**src/hw/rtl/mu8_pkg.sv**
```systemverilog
// ----------------------------------------------------------------------------
// mu8_pkg
// Shared types and constants for the modified UTF-8 to UTF-16 decoder.
// ----------------------------------------------------------------------------
`default_nettype none

package mu8_pkg;

    localparam int BYTE_W  = 8;
    localparam int UNIT_W  = 16;
    localparam int COUNT_W = 16;
    localparam int PEND_W  = 2;

    localparam logic [BYTE_W-1:0] ASCII_MASK = 8'h7F;
    localparam logic [BYTE_W-1:0] LEAD3_MASK = 8'hF0;
    localparam logic [BYTE_W-1:0] LEAD3_CODE = 8'hE0;
    localparam logic [BYTE_W-1:0] LEAD2_MASK = 8'hE0;
    localparam logic [BYTE_W-1:0] LEAD2_CODE = 8'hC0;
    localparam logic [BYTE_W-1:0] LEAD2_BITS = 8'h1F;
    localparam logic [BYTE_W-1:0] LEAD3_BITS = 8'h0F;
    localparam logic [BYTE_W-1:0] CONT_BITS  = 8'h3F;

    localparam logic [PEND_W-1:0] PEND_NONE = 2'd0;
    localparam logic [PEND_W-1:0] PEND_ONE  = 2'd1;
    localparam logic [PEND_W-1:0] PEND_TWO  = 2'd2;

    // one input beat held in the input register
    typedef struct packed {
        logic [BYTE_W-1:0] byte_in;
        logic              last_byte;
    } mu8_beat_t;

    // one result beat
    typedef struct packed {
        logic               unit_valid;
        logic [UNIT_W-1:0]  code_unit;
        logic               string_done;
        logic               status;
        logic [COUNT_W-1:0] unit_count;
    } mu8_result_t;

endpackage

`default_nettype wire

```
**src/hw/rtl/mu8_in_stage.sv**
```systemverilog
// ----------------------------------------------------------------------------
// mu8_in_stage
// Input register: captures one byte beat and holds it until the decoder takes it.
// ----------------------------------------------------------------------------
`default_nettype none

module mu8_in_stage
    import mu8_pkg::*;
(
    input  wire logic              clk,
    input  wire logic              rst_n,
    input  wire logic              in_valid,
    output logic                   in_stall,
    input  wire logic [BYTE_W-1:0] byte_in,
    input  wire logic              last_byte,
    input  wire logic              take,
    output logic                   beat_valid,
    output mu8_beat_t              beat
);

    logic      valid_reg;
    logic      valid_next;
    mu8_beat_t beat_reg;
    logic      load;

    assign in_stall = valid_reg && !take;
    assign load     = in_valid && !in_stall;

    always_comb
    begin
        valid_next = valid_reg;
        if (load)
        begin
            valid_next = 1'b1;
        end
        else if (take)
        begin
            valid_next = 1'b0;
        end
    end

    always_ff @(posedge clk or negedge rst_n)
    begin
        if (!rst_n)
        begin
            valid_reg <= 1'b0;
        end
        else
        begin
            valid_reg <= valid_next;
        end
    end

    always_ff @(posedge clk)
    begin
        if (load)
        begin
            beat_reg.byte_in   <= byte_in;
            beat_reg.last_byte <= last_byte;
        end
    end

    assign beat_valid = valid_reg;
    assign beat       = beat_reg;

endmodule

`default_nettype wire

```
**src/hw/rtl/mu8_decode.sv**
```systemverilog
// ----------------------------------------------------------------------------
// mu8_decode
// Per-string decode state and the next-state / result logic for one byte.
// ----------------------------------------------------------------------------
`default_nettype none

module mu8_decode
    import mu8_pkg::*;
#(
    parameter int MAX_STRING_BYTES = 65535
)
(
    input  wire logic      clk,
    input  wire logic      rst_n,
    input  wire logic      step,
    input  wire mu8_beat_t beat,
    input  wire logic      stop_at_zero,
    output mu8_result_t    result
);

    localparam logic [COUNT_W-1:0] COUNT_MAX = COUNT_W'(MAX_STRING_BYTES);

    logic [PEND_W-1:0]  pend_reg,    pend_next;
    logic [UNIT_W-1:0]  partial_reg, partial_next;
    logic               err_reg,     err_next;
    logic               stop_reg,    stop_next;
    logic [COUNT_W-1:0] count_reg,   count_next;

    logic              emit;
    logic [UNIT_W-1:0] unit;
    logic [BYTE_W-1:0] b;

    always_comb
    begin
        b            = beat.byte_in;
        pend_next    = pend_reg;
        partial_next = partial_reg;
        err_next     = err_reg;
        stop_next    = stop_reg;
        count_next   = count_reg;
        emit         = 1'b0;
        unit         = '0;

        if (!err_reg && !stop_reg)
        begin
            if (pend_reg != PEND_NONE)
            begin
                partial_next = {partial_reg[UNIT_W-7:0], b[5:0]};
                pend_next    = pend_reg - PEND_ONE;
                if (pend_reg == PEND_ONE)
                begin
                    emit = 1'b1;
                    unit = partial_next;
                end
            end
            else if (b != '0 && (b & ~ASCII_MASK) == '0)
            begin
                emit = 1'b1;
                unit = {{(UNIT_W-BYTE_W){1'b0}}, b};
            end
            else if ((b & LEAD2_MASK) == LEAD2_CODE)
            begin
                partial_next = {{(UNIT_W-BYTE_W){1'b0}}, b & LEAD2_BITS};
                pend_next    = PEND_ONE;
            end
            else if ((b & LEAD3_MASK) == LEAD3_CODE)
            begin
                partial_next = {{(UNIT_W-BYTE_W){1'b0}}, b & LEAD3_BITS};
                pend_next    = PEND_TWO;
            end
            else if (b == '0 && stop_at_zero)
            begin
                stop_next = 1'b1;
            end
            else
            begin
                err_next = 1'b1;
            end
        end

        if (emit && count_reg < COUNT_MAX)
        begin
            count_next = count_reg + COUNT_W'(1);
        end

        result.unit_valid  = emit;
        result.code_unit   = unit;
        result.string_done = beat.last_byte;
        result.status      = 1'b0;
        result.unit_count  = '0;

        if (beat.last_byte)
        begin
            // a sequence cut off by the end of the string is an error
            if (!err_next && !stop_next && pend_next != PEND_NONE)
            begin
                err_next = 1'b1;
            end
            result.status     = err_next;
            result.unit_count = err_next ? '0 : count_next;
            pend_next    = PEND_NONE;
            partial_next = '0;
            err_next     = 1'b0;
            stop_next    = 1'b0;
            count_next   = '0;
        end
    end

    always_ff @(posedge clk or negedge rst_n)
    begin
        if (!rst_n)
        begin
            pend_reg    <= PEND_NONE;
            partial_reg <= '0;
            err_reg     <= 1'b0;
            stop_reg    <= 1'b0;
            count_reg   <= '0;
        end
        else if (step)
        begin
            pend_reg    <= pend_next;
            partial_reg <= partial_next;
            err_reg     <= err_next;
            stop_reg    <= stop_next;
            count_reg   <= count_next;
        end
    end

endmodule

`default_nettype wire

```
**src/hw/rtl/mu8_out_stage.sv**
```systemverilog
// ----------------------------------------------------------------------------
// mu8_out_stage
// Result register: holds one result beat until the receiver takes it.
// ----------------------------------------------------------------------------
`default_nettype none

module mu8_out_stage
    import mu8_pkg::*;
(
    input  wire logic        clk,
    input  wire logic        rst_n,
    input  wire logic        load_valid,
    input  wire mu8_result_t load_data,
    output logic             load_ready,
    output logic             out_valid,
    input  wire logic        out_stall,
    output mu8_result_t      out_data
);

    logic        valid_reg;
    mu8_result_t data_reg;
    logic        load;

    assign load_ready = !valid_reg || !out_stall;
    assign load       = load_valid && load_ready;

    always_ff @(posedge clk or negedge rst_n)
    begin
        if (!rst_n)
        begin
            valid_reg <= 1'b0;
        end
        else if (load_ready)
        begin
            valid_reg <= load_valid;
        end
    end

    always_ff @(posedge clk)
    begin
        if (load)
        begin
            data_reg <= load_data;
        end
    end

    assign out_valid = valid_reg;
    assign out_data  = data_reg;

endmodule

`default_nettype wire

```
**src/hw/rtl/modified_utf8_to_utf16_decoder.sv**
```systemverilog
// ----------------------------------------------------------------------------
// modified_utf8_to_utf16_decoder
// Decodes a modified UTF-8 byte stream into 16-bit UTF-16 code units.
// ----------------------------------------------------------------------------
// Input channel: one byte per beat (byte_in, last_byte), in_valid / in_stall.
// Output channel: one result beat per input beat, out_valid / out_stall.
// A result carries unit_valid/code_unit when a unit completes; the result for
// the last byte also has string_done, status and unit_count (count is zero
// when status flags an invalid string, and emitted units must be dropped).
// cfg_wr_en / cfg_wr_data write stop_at_zero; write only while idle.
// An input beat passes through the input register, then the decode logic into
// the result register, before it appears as a result beat.
// Throughput: one byte per cycle while the receiver does not stall.
// Reset clears the decode state, stop_at_zero and the valid flags of both pipeline registers.
// When the receiver stalls, the result register holds and the input register
// fills; in_stall then rises until the result beat is taken.
// ----------------------------------------------------------------------------
`default_nettype none

module modified_utf8_to_utf16_decoder
    import mu8_pkg::*;
#(
    parameter int MAX_STRING_BYTES = 65535
)
(
    input  wire logic               clk,
    input  wire logic               rst_n,
    input  wire logic               cfg_wr_en,
    input  wire logic               cfg_wr_data,
    input  wire logic               in_valid,
    output logic                    in_stall,
    input  wire logic [BYTE_W-1:0]  byte_in,
    input  wire logic               last_byte,
    output logic                    out_valid,
    input  wire logic               out_stall,
    output logic                    unit_valid,
    output logic [UNIT_W-1:0]       code_unit,
    output logic                    string_done,
    output logic                    status,
    output logic [COUNT_W-1:0]      unit_count
);

    logic        stop_at_zero_reg;
    logic        beat_valid;
    mu8_beat_t   beat;
    logic        load_ready;
    logic        step;
    mu8_result_t result;
    mu8_result_t out_data;

    always_ff @(posedge clk or negedge rst_n)
    begin
        if (!rst_n)
        begin
            stop_at_zero_reg <= 1'b0;
        end
        else if (cfg_wr_en)
        begin
            stop_at_zero_reg <= cfg_wr_data;
        end
    end

    assign step = beat_valid && load_ready;

    mu8_in_stage u_in_stage (
        .clk        (clk),
        .rst_n      (rst_n),
        .in_valid   (in_valid),
        .in_stall   (in_stall),
        .byte_in    (byte_in),
        .last_byte  (last_byte),
        .take       (step),
        .beat_valid (beat_valid),
        .beat       (beat)
    );

    mu8_decode #(
        .MAX_STRING_BYTES (MAX_STRING_BYTES)
    ) u_decode (
        .clk          (clk),
        .rst_n        (rst_n),
        .step         (step),
        .beat         (beat),
        .stop_at_zero (stop_at_zero_reg),
        .result       (result)
    );

    mu8_out_stage u_out_stage (
        .clk        (clk),
        .rst_n      (rst_n),
        .load_valid (beat_valid),
        .load_data  (result),
        .load_ready (load_ready),
        .out_valid  (out_valid),
        .out_stall  (out_stall),
        .out_data   (out_data)
    );

    assign unit_valid  = out_data.unit_valid;
    assign code_unit   = out_data.code_unit;
    assign string_done = out_data.string_done;
    assign status      = out_data.status;
    assign unit_count  = out_data.unit_count;

endmodule

`default_nettype wire

```
**config.mk**
```make
export PLATFORM = sky130hd
export DESIGN_NAME = modified_utf8_to_utf16_decoder
export DESIGN_NICKNAME = d
export VERILOG_FILES = /design/src/hw/rtl/mu8_pkg.sv /design/src/hw/rtl/mu8_in_stage.sv /design/src/hw/rtl/mu8_decode.sv /design/src/hw/rtl/mu8_out_stage.sv /design/src/hw/rtl/modified_utf8_to_utf16_decoder.sv
export SDC_FILE = /design/constraint.sdc
export NUM_CORES = 1
export LEC_CHECK = 0
export ABC_AREA = 0
export BUFFER_PORTS_ARGS = -buffer_cell sky130_fd_sc_hd__buf_2
export CORE_ASPECT_RATIO = 0.6
export CORE_MARGIN = 3
export CORE_UTILIZATION = 50
export CTS_BUF_LIST = sky130_fd_sc_hd__clkbuf_16
export DETAILED_ROUTE_END_ITERATION = 8
export GPL_TIMING_DRIVEN = 0
export PLACE_DENSITY = 0.73
export SETUP_SLACK_MARGIN = 0.2
export SLEW_MARGIN = 20
export SYNTH_ARGS = -nofsm -noshare
export SYNTH_HDL_FRONTEND = slang
export SYNTH_SLANG_ARGS = --single-unit
```
**constraint.sdc**
```tcl
create_clock -name clk -period 3.23 [get_ports clk]
set_input_delay 0.1615 -clock clk [delete_from_list [all_inputs] [get_ports clk]]
set_output_delay 0.1615 -clock clk [all_outputs]
set_load 0.02 [all_outputs]
```
==> After elaboration in Yosys (flattened, before gate mapping) <==
Index checks and enable logic that the tools add are counted.
W data, S select, Z words.
{ "word_totals": {"out_inout_bits": 37, "in_bits": 15, "regBits": 77, "word_cells": 90} }
{ "classes": {"eq_ne": 4, "magnitude_cmp": 1, "bitwise_logic": 1, "reduce_logical": 28, "addsub": 2, "muxes": 39} }
{ "ops": {"columns": ["cell", "n"], "rows": [
  ["$mux W16", 4],
  ["$mux W10", 6],
  ["$mux W1", 22],
  ["$add A16 B1 Y16 const B", 1],
  ["$logic_not A8 Y1", 2],
  ["$lt A16 B16 Y1 const B", 1],
  ["$mux W2", 6],
  ["$logic_and A1 B1 Y1", 9],
  ["$logic_not A1 Y1", 8],
  ["$mux W8", 1],
  ["$reduce_bool A2 Y1", 4],
  ["$reduce_bool A8 Y1", 1],
  ["$eq A4 B4 Y1 const B", 1],
  ["$reduce_and A4 Y1", 1],
  ["$reduce_bool A4 Y1", 1],
  ["$eq A3 B3 Y1 const B", 1],
  ["$ne A3 B2 Y1 const B", 1],
  ["$eq A2 B1 Y1 const B", 1],
  ["$reduce_or A2 Y1", 1],
  ["$sub A2 B1 Y2 const B", 1],
  ["$logic_or A1 B1 Y1", 1],
  ["$not A1 Y1", 1]
]} }

==> Logic depth before layout (Yosys ltp) <==
Gate-level depths: netlist (run 1).
{ "logic_depth": {"depth_word": 14, "depth_mapped": 8, "mapped_depth_nobuf": 7} }

==> Modules after synthesis <==
A second synthesis (run 1) with hierarchy kept.
{ "hier_totals": {"hier_cells": 296, "area_unflattened_um2": 3638.5} }
{ "by_module_without_submodules": {"columns": ["mod", "area_per_inst_um2", "seq_area_each_um2", "cells_per_inst", "instances"], "rows": [
  ["mu8_decode", 2165.8, 750.7, 240, 1],
  ["mu8_out_stage", 1098.6, 1076.0, 39, 1],
  ["mu8_in_stage", 327.8, 295.3, 14, 1],
  ["modified_utf8_to_utf16_decoder", 46.3, 25.0, 3, 1]
]} }

==> Worst setup path after synthesis (run 1) <==
Ideal clock, no wire load.
{ "synth_timing": {"path_kind": "flip-flop to flip-flop", "from": "register u_out_stage.valid_reg (netlist: u_out_stage.out_valid)", "to": "register u_decode.partial_reg[0]", "synth_period_minus_slack_ns": 2.908, "n_path_buf": 1, "setup_ns": 0.122, "slack_ns": 0.322, "path_stages_with_launch": 7, "t_arrival_ns": 2.786, "required_ns": 3.108, "path_cell_list": "dfrtp_1 > nand2_1 > nand2_1 > inv_1 > clkbuf_1 > o21ai_1 > a22o_1"} }
{ "synth_via": {"elab_chain_len": 4} }
{ "synth_rtl": {"columns": ["item", "line_no", "text"], "rows": [
  ["start, declared", "mu8_out_stage.sv:20", "logic valid_reg;"],
  ["start signal, assigned", "mu8_out_stage.sv:35", "valid_reg <= load_valid;"],
  ["$logic_not A1 Y1", "mu8_out_stage.sv:24", "assign load_ready = !valid_reg || !out_stall;"],
  ["$logic_or A1 B1 Y1", "mu8_out_stage.sv:24", null],
  ["$logic_and A1 B1 Y1", "modified_utf8_to_utf16_decoder.sv:63", "assign step = beat_valid && load_ready;"],
  ["via step", "modified_utf8_to_utf16_decoder.sv:47", "logic step;"],
  ["$reduce_and A4 Y1 (no line)", null, null],
  ["end signal, assigned", "mu8_decode.sv:122", "partial_reg <= partial_next;"],
  ["end, declared", "mu8_decode.sv:24", "logic [UNIT_W-1:0] partial_reg, partial_next;"]
]} }
The timed path passes the listed nets, and every way through them passes these cells.
A chain may end at the register's enable or synchronous reset.

==> Worst setup path in the final report (run 1) <==
{ "layout_timing": {"from": "register u_in_stage.beat_reg, in the netlist u_in_stage.beat[6]", "to": "register u_out_stage.data_reg, in the netlist u_out_stage.out_data[12], data pin"} }
{ "layout_via": {"word_cells_on_any_way": 36, "classes_between": "2 x eq/ne; 23 x mux; 11 x reduce/logical"} }
{ "layout_lines": {"columns": ["item", "line_no", "text"], "rows": [
  ["start, declared", "mu8_in_stage.sv:23", "mu8_beat_t beat_reg;"],
  ["$reduce_bool A8 Y1", "mu8_decode.sv:56", "else if (b != '0 && (b & ~ASCII_MASK) == '0)"],
  ["$logic_and A1 B1 Y1", "mu8_decode.sv:56", null],
  ["$mux W1", "mu8_decode.sv:56", null],
  ["$mux W1", "mu8_decode.sv:46", "if (pend_reg != PEND_NONE)"],
  ["$mux W1", "mu8_decode.sv:44", "if (!err_reg && !stop_reg)"],
  ["via u_decode.emit", "mu8_decode.sv:29", "logic emit;"],
  ["$logic_and A1 B1 Y1", "mu8_decode.sv:81", "if (emit && count_reg < COUNT_MAX)"],
  ["$mux W16", "mu8_decode.sv:81", null],
  ["end signal, assigned", "mu8_out_stage.sv:43", "data_reg <= load_data;"],
  ["end, declared", "mu8_out_stage.sv:21", "mu8_result_t data_reg;"]
]} }
The timed path passes the listed nets, and every way through them passes these cells. The select of a mux whose other input is x is not followed.

==> summary.txt, run 1 <==
Status
  • Outcome: finished, final reports clean

Die
  • Die H: roughly 70 um
  • Die width: approximately 120 um
  • Initial Util: between 50% and 60%
  • Ports: 52
  • Core area: approximately 0.007 sq mm
  • Total die area: between 0.008 and 0.009 sq mm
  • Num rows: 23

Synth
  • Post-synth top flop: edfxtp_1
  • Post-synthesis sequential area ratio: between 50% and 60%
  • Post-Syn Nets: ~320
  • Avg Cell Area, Syn: between 10 and 15 sq um
  • Post-Syn Instances: 308
  • Post-synth EDFFs: 44
  • Area of the mapped netlist: roughly 0.0036 sq mm
  • Synth unique cells: 53
  • Yosys Warn Count: 0
  • Synthesized flop and latch total: 77
  • Asr flop ratio synth: between 40% and 50%

Routing
  • Total Wirelength: about 8.3 mm
  • Via count: 2,762
  • Post-DRT Antenna Nets: 0
  • Number of vias per cell: 5.88
  • Iter 0 DRT Violations: around 310
  • Wire length per cell: about 18 um
  • First drt pass iteration count: 5
  • Residual DRC: 0

Worst setup path
  • Critical path class: reg -> reg
  • Buf/Inv on CP: 2
  • Critical path's largest stage delay: 600 ps
  • Worst Setup Start Kind: register
  • WP data required: 3310 ps
  • CP max-delay cell: or4_1
  • CP top delay family: simple AND/OR/NAND/NOR gates
  • WP data arrival: 2590 ps
  • Worst path cell trace: or4_1, o221ai_4, inv_4, buf_2, nand3_1, xnor2_1, nor2_1
  • Crit. End Element: register
  • CP Max Fanout: 10

Final layout
  • Most common cell after layout, fill and taps aside: buf_2
  • Fill cells: between 500 and 600
  • Max reg flops: 35
  • N_diodes: 0
  • NumNets Final: 394
  • Final Core Density: approximately 63%
  • Layout Area Growth over Synthesis: 19.9%
  • Layout cells sized above 1: between 20% and 30%
  • Most frequent cells in the layout: 56 x buf_2, 44 x edfxtp_1, 33 x dfrtp_1, 24 x nor2_1, 17 x nand2_1

CTS
  • Post-CTS Setup Repair Bufs: 0
  • # resized after CTS: 0
  • Clock buffer depth: 2
  • CTS root buffer: clkbuf_16
  • Worst-Skew Late Latency: ~340 ps
  • H-tree depth: 3
  • Clock transition at path regs: about 50 ps
  • Inserted Clock Buffers: 9
  • TritonCTS Sinks: 77
  • CTS tree: built

STA
  • Tmin final: approximately 2500 ps
  • Clk_skew: between 5 and 6 ps
  • Worst-Margin Slew: between 900 and 1000 ps
  • Max Freq: 398 MHz
  • RSZ-0062 raised after global routing: false
  • Final period util: 77.8%
  • Max-slew violation count: 0
  • Hold slack: roughly 12 ps
  • TNS Setup: 0 ps
  • Slew margin rel.: a little under two fifths
  • # setup viols final: 0
  • Final hold vios: 0

Global route
  • First-pass GRT wire length: roughly 13 mm
  • Grt ovf: 0
  • Pin count of the biggest net entering global routing: 35
  • Initial antenna violation count: 0
  • Number of global-route vias before repair: about 2,600
  • Overall Global Routing Usage: a little over a fifth

Power
  • Cell Pwr Density: between 600 and 700 mW/mm^2
  • VDD IR max: about 320 uV
  • Leak: ~1.7 nW

Placed design
  • Port Buffer Count: 51
  • DP Wirelength: slightly below 6 mm
  • Gpl congestion: around 0.88

Run
  • Max-cap violations: 0

Worst hold path
  • HP Class: in -> reg
==> worst register-to-register path, stage by stage (launching register included) <==
cell,delay [ps]
edfxtp_1,520
or4_1,600
o221ai_4,410
inv_4,130
buf_2,230
nand3_1,130
xnor2_1,150
nor2_1,80
==> layer usage <==
layer  global-route usage, %  up-vias  part of all wire [%]  wire (um)
met5                       0        -                     0          0
met4                    8.98        0                   2.1        177
met3                    6.16       18                   8.6        716
met2                    30.3      149                    42       3460
met1                    31.5     1308                    48       3960
li1                        -     1287                     -          -
==> cell type report <==
class                   instances  area, sq um  share of cell area (%)
plain buffers                  17         71.3                    1.66
clock buffers                   9          225                    5.23
clock inverters                 7         35.0                   0.814
inverters                      16         62.6                    1.45
multi-input cells             198         1310                    30.4
flip-flops and latches         77         2150                    49.9
well taps                      87          109                    2.53
repair buffers                 59          345                    8.02
==> where the power goes <==
part	total [mW]	switching, mW	internal [mW]	leakage (nW)
sequential	1.23	0.0752	1.15	0.874
combinational	0.495	0.330	0.165	0.718
clock	0.883	0.375	0.508	0.134
==> final timing paths <==
check | from | end | slack (ps) | cells past startpoint
min in group asynchronous | rst_n | u_decode.count_reg[9]$_DFFE_PN0P_ | 450 | 2
max in group asynchronous | rst_n | u_decode.count_reg[3]$_DFFE_PN0P_ | 2280 | 2
setup reg to reg | u_in_stage.beat[6]$_DFFE_PP_ | u_out_stage.out_data[12]$_SDFFCE_PP0P_ | 720 | 7
setup / recovery | u_in_stage.beat[6]$_DFFE_PP_ | u_out_stage.out_data[12]$_SDFFCE_PP0P_ | 720 | 7
hold / removal | byte_in[1] | u_in_stage.beat[2]$_DFFE_PP_ | 10 | 1
hold reg to reg | u_decode.partial_reg[7]$_DFFE_PN0P_ | u_decode.partial_reg[7]$_DFFE_PN0P_ | 510 | 1
==> synth_stat cells, types with 2 or more instances <==
master / instances / area (sq um)
dfrtp_1: 33 / 826
nor4_1: 4 / 25.0
xor2_1: 5 / 43.8
nand3_1: 14 / 70.1
or4_1: 4 / 30.0
a211oi_1: 2 / 15.0
o21bai_1: 2 / 15.0
o21ai_1: 2 / 10.0
or3_1: 6 / 37.5
a41oi_1: 2 / 17.5
nor3_1: 7 / 35.0
a21oi_1: 14 / 70.1
a2111oi_4: 2 / 55.1
nand4_1: 2 / 12.5
o31ai_1: 3 / 22.5
o211ai_1: 5 / 37.5
inv_1: 15 / 56.3
buf_2: 5 / 25.0
nand2_1: 17 / 63.8
a32o_1: 2 / 20.0
and2_1: 9 / 56.3
a31oi_1: 3 / 18.8
nand2b_1: 2 / 12.5
nor2_1: 24 / 90.1
a22o_1: 10 / 87.6
and3_1: 10 / 62.6
nor2_2: 2 / 12.5
xnor2_1: 9 / 78.8
o2111ai_1: 2 / 17.5
clkbuf_1: 11 / 41.3
edfxtp_1: 44 / 1320
o21ai_0: 15 / 75.1
==> repair_timing <==
action	4_1_cts	5_1_grt
hold buffers	7	0
endpoints found under the hold margin	39	0
endpoints found under the setup margin	0	0
==> per-stage QoR <==
stage	power [mW]	cells	cell area [sq um]	worst slack (ps)
3_5_place_dp	1.73	447	3970	759
2_1_floorplan	1.57	308	3590	322
6_report	2.61	470	4300	719
5_1_grt	2.73	470	4300	563
4_1_cts	2.62	470	4300	739
3_3_place_gp	1.70	446	3950	-553
==> cell families after synthesis <==
| kind of cell | Yosys count | share of synthesized area (%) |
|---|---|---|
| and+or+nand+nor | 109 | 16.7 |
| xor gates and xnor gates | 14 | 3.42 |
| muxes | 1 | 0.279 |
| buffers and inverters | 33 | 3.70 |
| AOI/OAI and AO/OA | 73 | 15.7 |
| DFF | 77 | 59.8 |
| adders and majority gates | 1 | 0.349 |
Note: power is estimated with default switching activity, not from simulation.
==> inputs of run 2 (changes only) <==
--- a/config.mk
+++ b/config.mk
@@ -13,7 +13,7 @@
 export CTS_BUF_LIST = sky130_fd_sc_hd__clkbuf_16
 export DETAILED_ROUTE_END_ITERATION = 8
 export GPL_TIMING_DRIVEN = 0
-export PLACE_DENSITY = 0.73
+export PLACE_DENSITY = 0.76
 export SETUP_SLACK_MARGIN = 0.2
 export SLEW_MARGIN = 20
 export SYNTH_ARGS = -nofsm -noshare
==> constraint.sdc (replaced) <==
create_clock -name clk -period 2 [get_ports clk]
set_input_delay 0.1 -clock clk [delete_from_list [all_inputs] [get_ports clk]]
set_output_delay 0.1 -clock clk [all_outputs]
set_load 0.02 [all_outputs]
==> run 2 against run 1 <==
Against the previous run: the flow now finishes with violations (setup timing); fmax up 11%; core utilization grew 14 points; worst setup slack got worse by 980 ps; largest cell class unchanged.
==> summary.txt, run 2 (synthesized netlist as in run 1, its figures left out) <==
Placed design
  • Gpl congestion: 0.888 (was 0.883)
  • DP Wirelength: 5.55 mm (was 5.76 mm)
  • Dpl cells: 446 (was 447)
  • Pre-CTS WS: -415 ps (was 759 ps)
  • Port Buffer Count: 51 (unchanged)

Final layout
  • Most frequent cells in the layout: 51 x buf_2, 44 x edfxtp_1, 36 x buf_4, 28 x dfrtp_1, 24 x nor2_1 (was 56 x buf_2, 44 x edfxtp_1, 33 x dfrtp_1, 24 x nor2_1, 17 x nand2_1)
  • Max reg flops: 35 (unchanged)
  • Layout Area Growth over Synthesis: 47.5% (was 19.9%)
  • Finished Layout Cells: 528 (was 470)
  • Most common cell after layout, fill and taps aside: buf_2 (unchanged)
  • N_diodes: 0 (unchanged)
  • Layout cells sized above 1: 41.5% (was 21.9%)
  • NumNets Final: 452 (was 394)

STA
  • Final hold vios: 0 (unchanged)
  • Tmin final: 2270 ps (was 2510 ps)
  • Max Freq: 441 MHz (was 398 MHz)
  • Clk_skew: 10.1 ps (was 5.53 ps)
  • Hold slack: 68.6 ps (was 11.8 ps)
  • Final setup margin: -266 ps (was 719 ps)
  • Worst-Margin Slew: 817 ps (was 932 ps)
  • Final period util: 113% (was 77.8%)
  • TNS Setup: -4540 ps (was 0 ps)
  • # setup viols final: 35 (was 0)
  • Max-slew violation count: 0 (unchanged)
  • Slew margin rel.: 45.5% (was 37.3%)
  • RSZ-0062 raised after global routing: true (was false)

Run
  • Max-cap violations: 0 (unchanged)

CTS
  • TritonCTS Sinks: 77 (unchanged)
  • Clock buffer depth: 2 (unchanged)
  • H-tree depth: 3 (unchanged)
  • Clock transition at path regs: 60 ps (was 50 ps)
  • CTS tree: built (unchanged)
  • Worst-Skew Late Latency: 350 ps (was 340 ps)
  • Inserted Clock Buffers: 9 (unchanged)
  • CTS root buffer: clkbuf_16 (unchanged)

Routing
  • Number of vias per cell: 6.12 (was 5.88)
  • First drt pass iteration count: 6 (was 5)
  • Iter 0 DRT Violations: 391 (was 313)
  • Total Wirelength: 11.2 mm (was 8.32 mm)
  • Via count: 3,231 (was 2,762)
  • Post-DRT Antenna Nets: 0 (unchanged)
  • Wire length per cell: 21.3 um (was 17.7 um)
  • Residual DRC: 0 (unchanged)

Die
  • Initial Util: 52.6% (unchanged)
  • Core area: 0.00682 sq mm (unchanged)
  • Total die area: 0.00826 sq mm (unchanged)
  • Die width: 115 um (unchanged)
  • Num rows: 23 (unchanged)
  • Ports: 52 (unchanged)
  • Die H: 71.6 um (unchanged)

Global route
  • Initial antenna violation count: 0 (unchanged)
  • Number of global-route vias before repair: 3,027 (was 2,641)
  • Pin count of the biggest net entering global routing: 45 (was 35)
  • First-pass GRT wire length: 15.7 mm (was 13.4 mm)
  • Grt ovf: 0 (unchanged)
  • Overall Global Routing Usage: 25.2% (was 21.6%)

Worst setup path
  • WP data required: 2090 ps (was 3310 ps)
  • R2R Path Start: u_in_stage.beat[6]$_DFFE_PP_ (unchanged)
  • WP data arrival: 2360 ps (was 2590 ps)
  • Flop2flop setup slack: -270 ps (was 720 ps)
  • Crit path launch: u_in_stage.beat[6]$_DFFE_PP_ (unchanged)
  • Crit. End Element: register (unchanged)
  • Worst Setup Start Kind: register (unchanged)
  • CP Max Fanout: 10 (unchanged)
  • Critical path class: reg -> reg (unchanged)

Power
  • VDD IR max: 663 uV (was 321 uV)
  • Cell Pwr Density: 994 mW/mm^2 (was 606 mW/mm^2)
  • Leak: 2.15 nW (was 1.73 nW)
  • Tot Pwr: 5.26 mW (was 2.61 mW)

Worst hold path
  • HP Class: in -> reg (unchanged)
  • Min-delay src: out_stall (was byte_in[1])

Status
  • Outcome: complete, but fails checks (was finished, final reports clean)
  • Failing checks: setup timing
==> run 2: cell types whose count changed in the layout (fill, tap and decap cells not counted), moves of 5 or more <==
| cell | delta |
|---|---|
| buf_4 | +36 |
| dfrtp_1 | -5 |
| dfrtp_2 | +5 |
| o21ai_0 | -9 |
| dlygate4sd3_1 | +7 |
| buf_2 | -5 |
| buf_6 | +22 |
| clkbuf_1 | -5 |
| o21ai_1 | +7 |
==> run 2: area by class of cell <==
type | instances | area, sq um
fillers | 379 | 1530
plain buffers | 17 | 146
multi-input cells | 198 | 1600
well taps | 87 | 109
inverters | 16 | 62.6
clock buffers | 9 | 225
clock inverters | 7 | 131
repair buffers | 117 | 862
flip-flops and latches | 77 | 2150
==> run 2: layer usage <==
| layer | wire [um] | track usage, % | up-vias |
|---|---|---|---|
| li1 | - | - | 1402 |
| met1 | 4410 | 34.1 | 1526 |
| met2 | 5210 | 38.8 | 249 |
| met3 | 1210 | 7.85 | 54 |
| met4 | 410 | 9.11 | 0 |
| met5 | 0 | 0 | - |
==> run 2: worst paths after layout <==
check,to,cells past startpoint
min in group asynchronous,stop_at_zero_reg$_DFFE_PN0P_,2
max in group asynchronous,u_decode.count_reg[3]$_DFFE_PN0P_,2
max,u_out_stage.out_data[14]$_SDFFCE_PP0P_,6
min reg2reg,u_decode.partial_reg[9]$_DFFE_PN0P_,1
max reg2reg,u_out_stage.out_data[14]$_SDFFCE_PP0P_,6
min,u_in_stage.beat_valid$_DFFE_PN0P_,3
==> run 2: where the power goes <==
group	internal, mW	switching, mW	total, mW
logic	0.546	0.725	1.27
registers	1.87	0.146	2.01
clock network	1.33	0.643	1.97
total	3.75	1.51	5.26
==> run 2: what timing repair did <==
item	in CTS	in global routing
endpoints found under the hold margin	45	0
gates cloned	1	0
gates resized for setup	48	42
pin swaps	14	12
setup buffers	38	13
setup endpoints to repair	51	54
hold buffers	14	0
==> run 2: critical path, stage by stage (launching register included) <==
cell and delay (ps):
edfxtp_1 480, or4_4 590, o221ai_4 260, inv_4 150, nand4_1 200, xor2_1 250
nor2_1 70
==> run 2: per-stage QoR <==
stage / cell area (sq um) / utilization (%)
2_1_floorplan: 3650 / -
3_3_place_gp: 4010 / 58.8
3_5_place_dp: 4010 / 58.8
4_1_cts: 5030 / 73.8
5_1_grt: 5290 / 77.6
6_report: 5290 / 77.6
==> inputs of run 3 (changes only) <==
--- a/config.mk
+++ b/config.mk
@@ -9,13 +9,14 @@
 export BUFFER_PORTS_ARGS = -buffer_cell sky130_fd_sc_hd__buf_2
 export CORE_ASPECT_RATIO = 0.6
 export CORE_MARGIN = 3
-export CORE_UTILIZATION = 50
+export CORE_UTILIZATION = 39
 export CTS_BUF_LIST = sky130_fd_sc_hd__clkbuf_16
 export DETAILED_ROUTE_END_ITERATION = 8
 export GPL_TIMING_DRIVEN = 0
-export PLACE_DENSITY = 0.76
+export PLACE_DENSITY = 0.62
 export SETUP_SLACK_MARGIN = 0.2
 export SLEW_MARGIN = 20
 export SYNTH_ARGS = -nofsm -noshare
 export SYNTH_HDL_FRONTEND = slang
+export SYNTH_HIERARCHICAL = 1
 export SYNTH_SLANG_ARGS = --single-unit
==> run 3 against run 2 <==
Against the previous run: the flow still finishes with violations (setup timing); fmax rose by 3.3%; first-iteration DRC count fell by 42%; sequential share of layout area rose by 2.4 points; clock-buffer cell count did not move; critical endpoint is now u_out_stage/out_data[14]$_DFFE_PP_.
==> summary.txt, run 3 <==
Global route
  • Pin count of the biggest net entering global routing: 34 (was 45)
  • First-pass GRT wire length: 14.3 mm (was 15.7 mm)
  • Number of global-route vias before repair: 2,687 (was 3,027)
  • Initial antenna violation count: 0 (unchanged)
  • Overall Global Routing Usage: 17.8% (was 25.2%)
  • Grt ovf: 0 (unchanged)

Routing
  • Met1 Wirelength: 4.34 mm (was 4.41 mm)
  • DR WL met2: 3.90 mm (was 5.21 mm)
  • Post-DRT Antenna Nets: 0 (unchanged)
  • Residual DRC: 0 (unchanged)
  • Iter 0 DRT Violations: 225 (was 391)
  • Number of vias per cell: 5.46 (was 6.12)
  • Wire length per cell: 17.8 um (was 21.3 um)
  • First drt pass iteration count: 4 (was 6)
  • Via count: 2,814 (was 3,231)
  • Total Wirelength: 9.17 mm (was 11.2 mm)
  • Met3 WL post-DR: 785 um (was 1.21 mm)
  • Top routing layer in use: met4 (unchanged)

Synth
  • Synthesized flop and latch total: 77 (unchanged)
  • Post-Syn Nets: 312 (was 324)
  • Top post-synthesis cells by area: edfxtp_1 36%, dfrtp_1 23%, a22o_1 3.6% (was edfxtp_1 37%, dfrtp_1 23%, nor2_1 2.5%)
  • Avg Cell Area, Syn: 12.3 sq um (was 11.7 sq um)
  • Post-synth EDFFs: 44 (unchanged)
  • Synth top area share: 36.3% (was 36.8%)
  • Cell taking the most area after synthesis: edfxtp_1 (unchanged)
  • Post-Syn Instances: 296 (was 308)
  • Yosys Warn Count: 6 (was 0)
  • Post-synthesis sequential area ratio: 59.0% (was 59.8%)
  • Synth unique cells: 56 (was 53)
  • Most frequent cell after synthesis: edfxtp_1 (unchanged)
  • Top post-synthesis cells by count: 44 x edfxtp_1, 33 x dfrtp_1, 31 x nor2_1 (was 44 x edfxtp_1, 33 x dfrtp_1, 24 x nor2_1)
  • Area of the mapped netlist: 0.00364 sq mm (was 0.00359 sq mm)
  • Post-synth top flop: edfxtp_1 (unchanged)
  • Asr flop ratio synth: 42.9% (unchanged)

Worst setup path
  • Critical path class: reg -> reg (unchanged)
  • Critical path's largest stage delay: 420 ps (was 590 ps)
  • CP top delay family: simple AND/OR/NAND/NOR gates (unchanged)
  • WP data arrival: 2280 ps (was 2360 ps)
  • Buf/Inv on CP: 2 (was 1)
  • CP Max Fanout: 10 (unchanged)
  • Flop2flop setup slack: -190 ps (was -270 ps)
  • CP max-delay cell: a221o_2 (was or4_4)
  • WP data required: 2080 ps (was 2090 ps)
  • Crit. End Element: register (unchanged)
  • Worst Setup Start Kind: register (unchanged)
  • Worst path cell trace: or3_4, a221o_2, inv_4, buf_6, nand4_1, xor2_1, nor2_1 (was or4_4, o221ai_4, inv_4, nand4_1, xor2_1, nor2_1)

Power
  • Cell Pwr Density: 950 mW/mm^2 (was 994 mW/mm^2)
  • Leak: 1.99 nW (was 2.15 nW)
  • VDD IR max: 554 uV (was 663 uV)
  • Tot Pwr: 4.75 mW (was 5.26 mW)

STA
  • Max-slew violation count: 0 (unchanged)
  • Max Freq: 456 MHz (was 441 MHz)
  • RSZ-0062 raised after global routing: true (unchanged)
  • # setup viols final: 28 (was 35)
  • Final hold vios: 0 (unchanged)
  • Slew margin rel.: 45.1% (was 45.5%)
  • Worst-Margin Slew: 823 ps (was 817 ps)
  • Tmin final: 2190 ps (was 2270 ps)
  • Clk_skew: 7.08 ps (was 10.1 ps)
  • Final period util: 110% (was 113%)
  • Final setup margin: -192 ps (was -266 ps)

Final layout
  • N_diodes: 0 (unchanged)
  • NumNets Final: 414 (was 452)
  • Layout Area Growth over Synthesis: 37.4% (was 47.5%)
  • Layout cells sized above 1: 39.2% (was 41.5%)
  • Most frequent cells in the layout: 52 x buf_2, 44 x edfxtp_1, 28 x buf_4, 28 x nor2_1, 27 x dfrtp_1 (was 51 x buf_2, 44 x edfxtp_1, 36 x buf_4, 28 x dfrtp_1, 24 x nor2_1)
  • Most common cell after layout, fill and taps aside: buf_2 (unchanged)
  • Fill cells: 730 (was 379)
  • Max reg flops: 35 (unchanged)

Die
  • Initial Util: 41.4% (was 52.6%)
  • Total die area: 0.0106 sq mm (was 0.00826 sq mm)
  • Die width: 131 um (was 115 um)
  • Die H: 80.8 um (was 71.6 um)
  • Num rows: 26 (was 23)
  • Core area: 0.00878 sq mm (was 0.00682 sq mm)
  • Ports: 52 (unchanged)

Placed design
  • DP Wirelength: 5.75 mm (was 5.55 mm)
  • Pre-CTS WS: -352 ps (was -415 ps)
  • Port Buffer Count: 51 (unchanged)
  • Gpl congestion: 0.852 (was 0.888)

Run
  • Max-cap violations: 0 (unchanged)

CTS
  • CTS tree: built (unchanged)
  • TritonCTS Sinks: 77 (unchanged)
  • CTS root buffer: clkbuf_16 (unchanged)
  • H-tree depth: 3 (unchanged)
  • Clock buffer depth: 2 (unchanged)
  • Clock transition at path regs: 60 ps (about the same)
  • Inserted Clock Buffers: 9 (unchanged)
  • Worst-Skew Late Latency: 330 ps (was 350 ps)

Status
  • Outcome: complete, but fails checks (unchanged)
  • Failing checks: setup timing (unchanged)

Worst hold path
  • HP Class: in -> reg (unchanged)
## run 3: per-stage QoR
stage	setup TNS [ps]	utilization [%]	hold WS, ps	std cells	area [sq um]
3_3_place_gp	-6590	46.9	236	459	4120
3_5_place_dp	-7180	47.2	238	460	4140
2_1_floorplan	-2.53	-	-196	296	3720
5_1_grt	-4350	56.9	27.9	515	5000
6_report	-2800	56.9	34.5	515	5000
4_1_cts	-626	54.5	21.5	503	4790
## run 3: worst register-to-register path, stage by stage, from the launching register on
cell and delay, ps:
dfrtp_1 390, or3_4 410, a221o_2 420, inv_4 160, buf_6 170, nand4_1 150
xor2_1 190, nor2_1 60
## run 3: layer usage
| metal | vias to the layer above | track usage, % |
|---|---|---|
| met2 | 110 | 24.8 |
| met1 | 1385 | 26.5 |
| li1 | 1306 | - |
| met3 | 13 | 5.65 |
| met4 | 0 | 4.72 |
| met5 | - | 0 |
## run 3: cell families (layout without fill, tap and decap cells)
kind of cell             Yosys count  count (layout)  share of synthesized area, %
XOR/XNOR                          15              15                          3.61
flip-flops                        77              77                          59.0
multiplexers                       2               2                         0.722
buffers and inverters             26             133                          3.37
adder cells (fa/ha/maj)            1               1                         0.344
AND/OR/NAND/NOR                  106             106                          15.6
AO/OA/AOI/OAI                     69              69                          17.3
## run 3: final cells by class
type | count | area (sq um) | area share [%]
sequential | 77 | 2150 | 43.1
multi-input combinational | 193 | 1610 | 32.2
timing repair buffer | 91 | 636 | 12.7
clock buffer | 9 | 225 | 4.50
tap | 112 | 140 | 2.80
buffer | 14 | 119 | 2.38
clock inverter | 7 | 66.3 | 1.33
inverter | 12 | 51.3 | 1.03
## run 3: worst paths after layout
check	startpoint	endpoint	cells past startpoint
max	u_decode/err_reg$_DFFE_PN0P_	u_out_stage/out_data[14]$_DFFE_PP_	7
min	cfg_wr_en	stop_at_zero_reg$_DFFE_PN0P_	2
max reg2reg	u_decode/err_reg$_DFFE_PN0P_	u_out_stage/out_data[14]$_DFFE_PP_	7
min reg2reg	u_decode/partial_reg[5]$_DFFE_PN0P_	u_decode/partial_reg[5]$_DFFE_PN0P_	1
max in group asynchronous	rst_n	u_decode/stop_reg$_DFFE_PN0P_	2
min in group asynchronous	rst_n	u_decode/count_reg[12]$_DFFE_PN0P_	2
## run 3: repair_timing
item | in CTS | in global routing
hold buffers | 12 | 0
gates resized for setup | 27 | 27
cloned | 0 | 1
buffers inserted | 15 | 11
endpoints found under the setup margin | 53 | 51
endpoints found under the hold margin | 44 | 0
pin swaps | 7 | 7
## run 3: power by group
part           total (mW)  switching [mW]  internal [mW]
combinational        1.13           0.638          0.495
sequential           2.04           0.150           1.89
clock                1.58           0.625          0.957
total                4.75            1.41           3.34
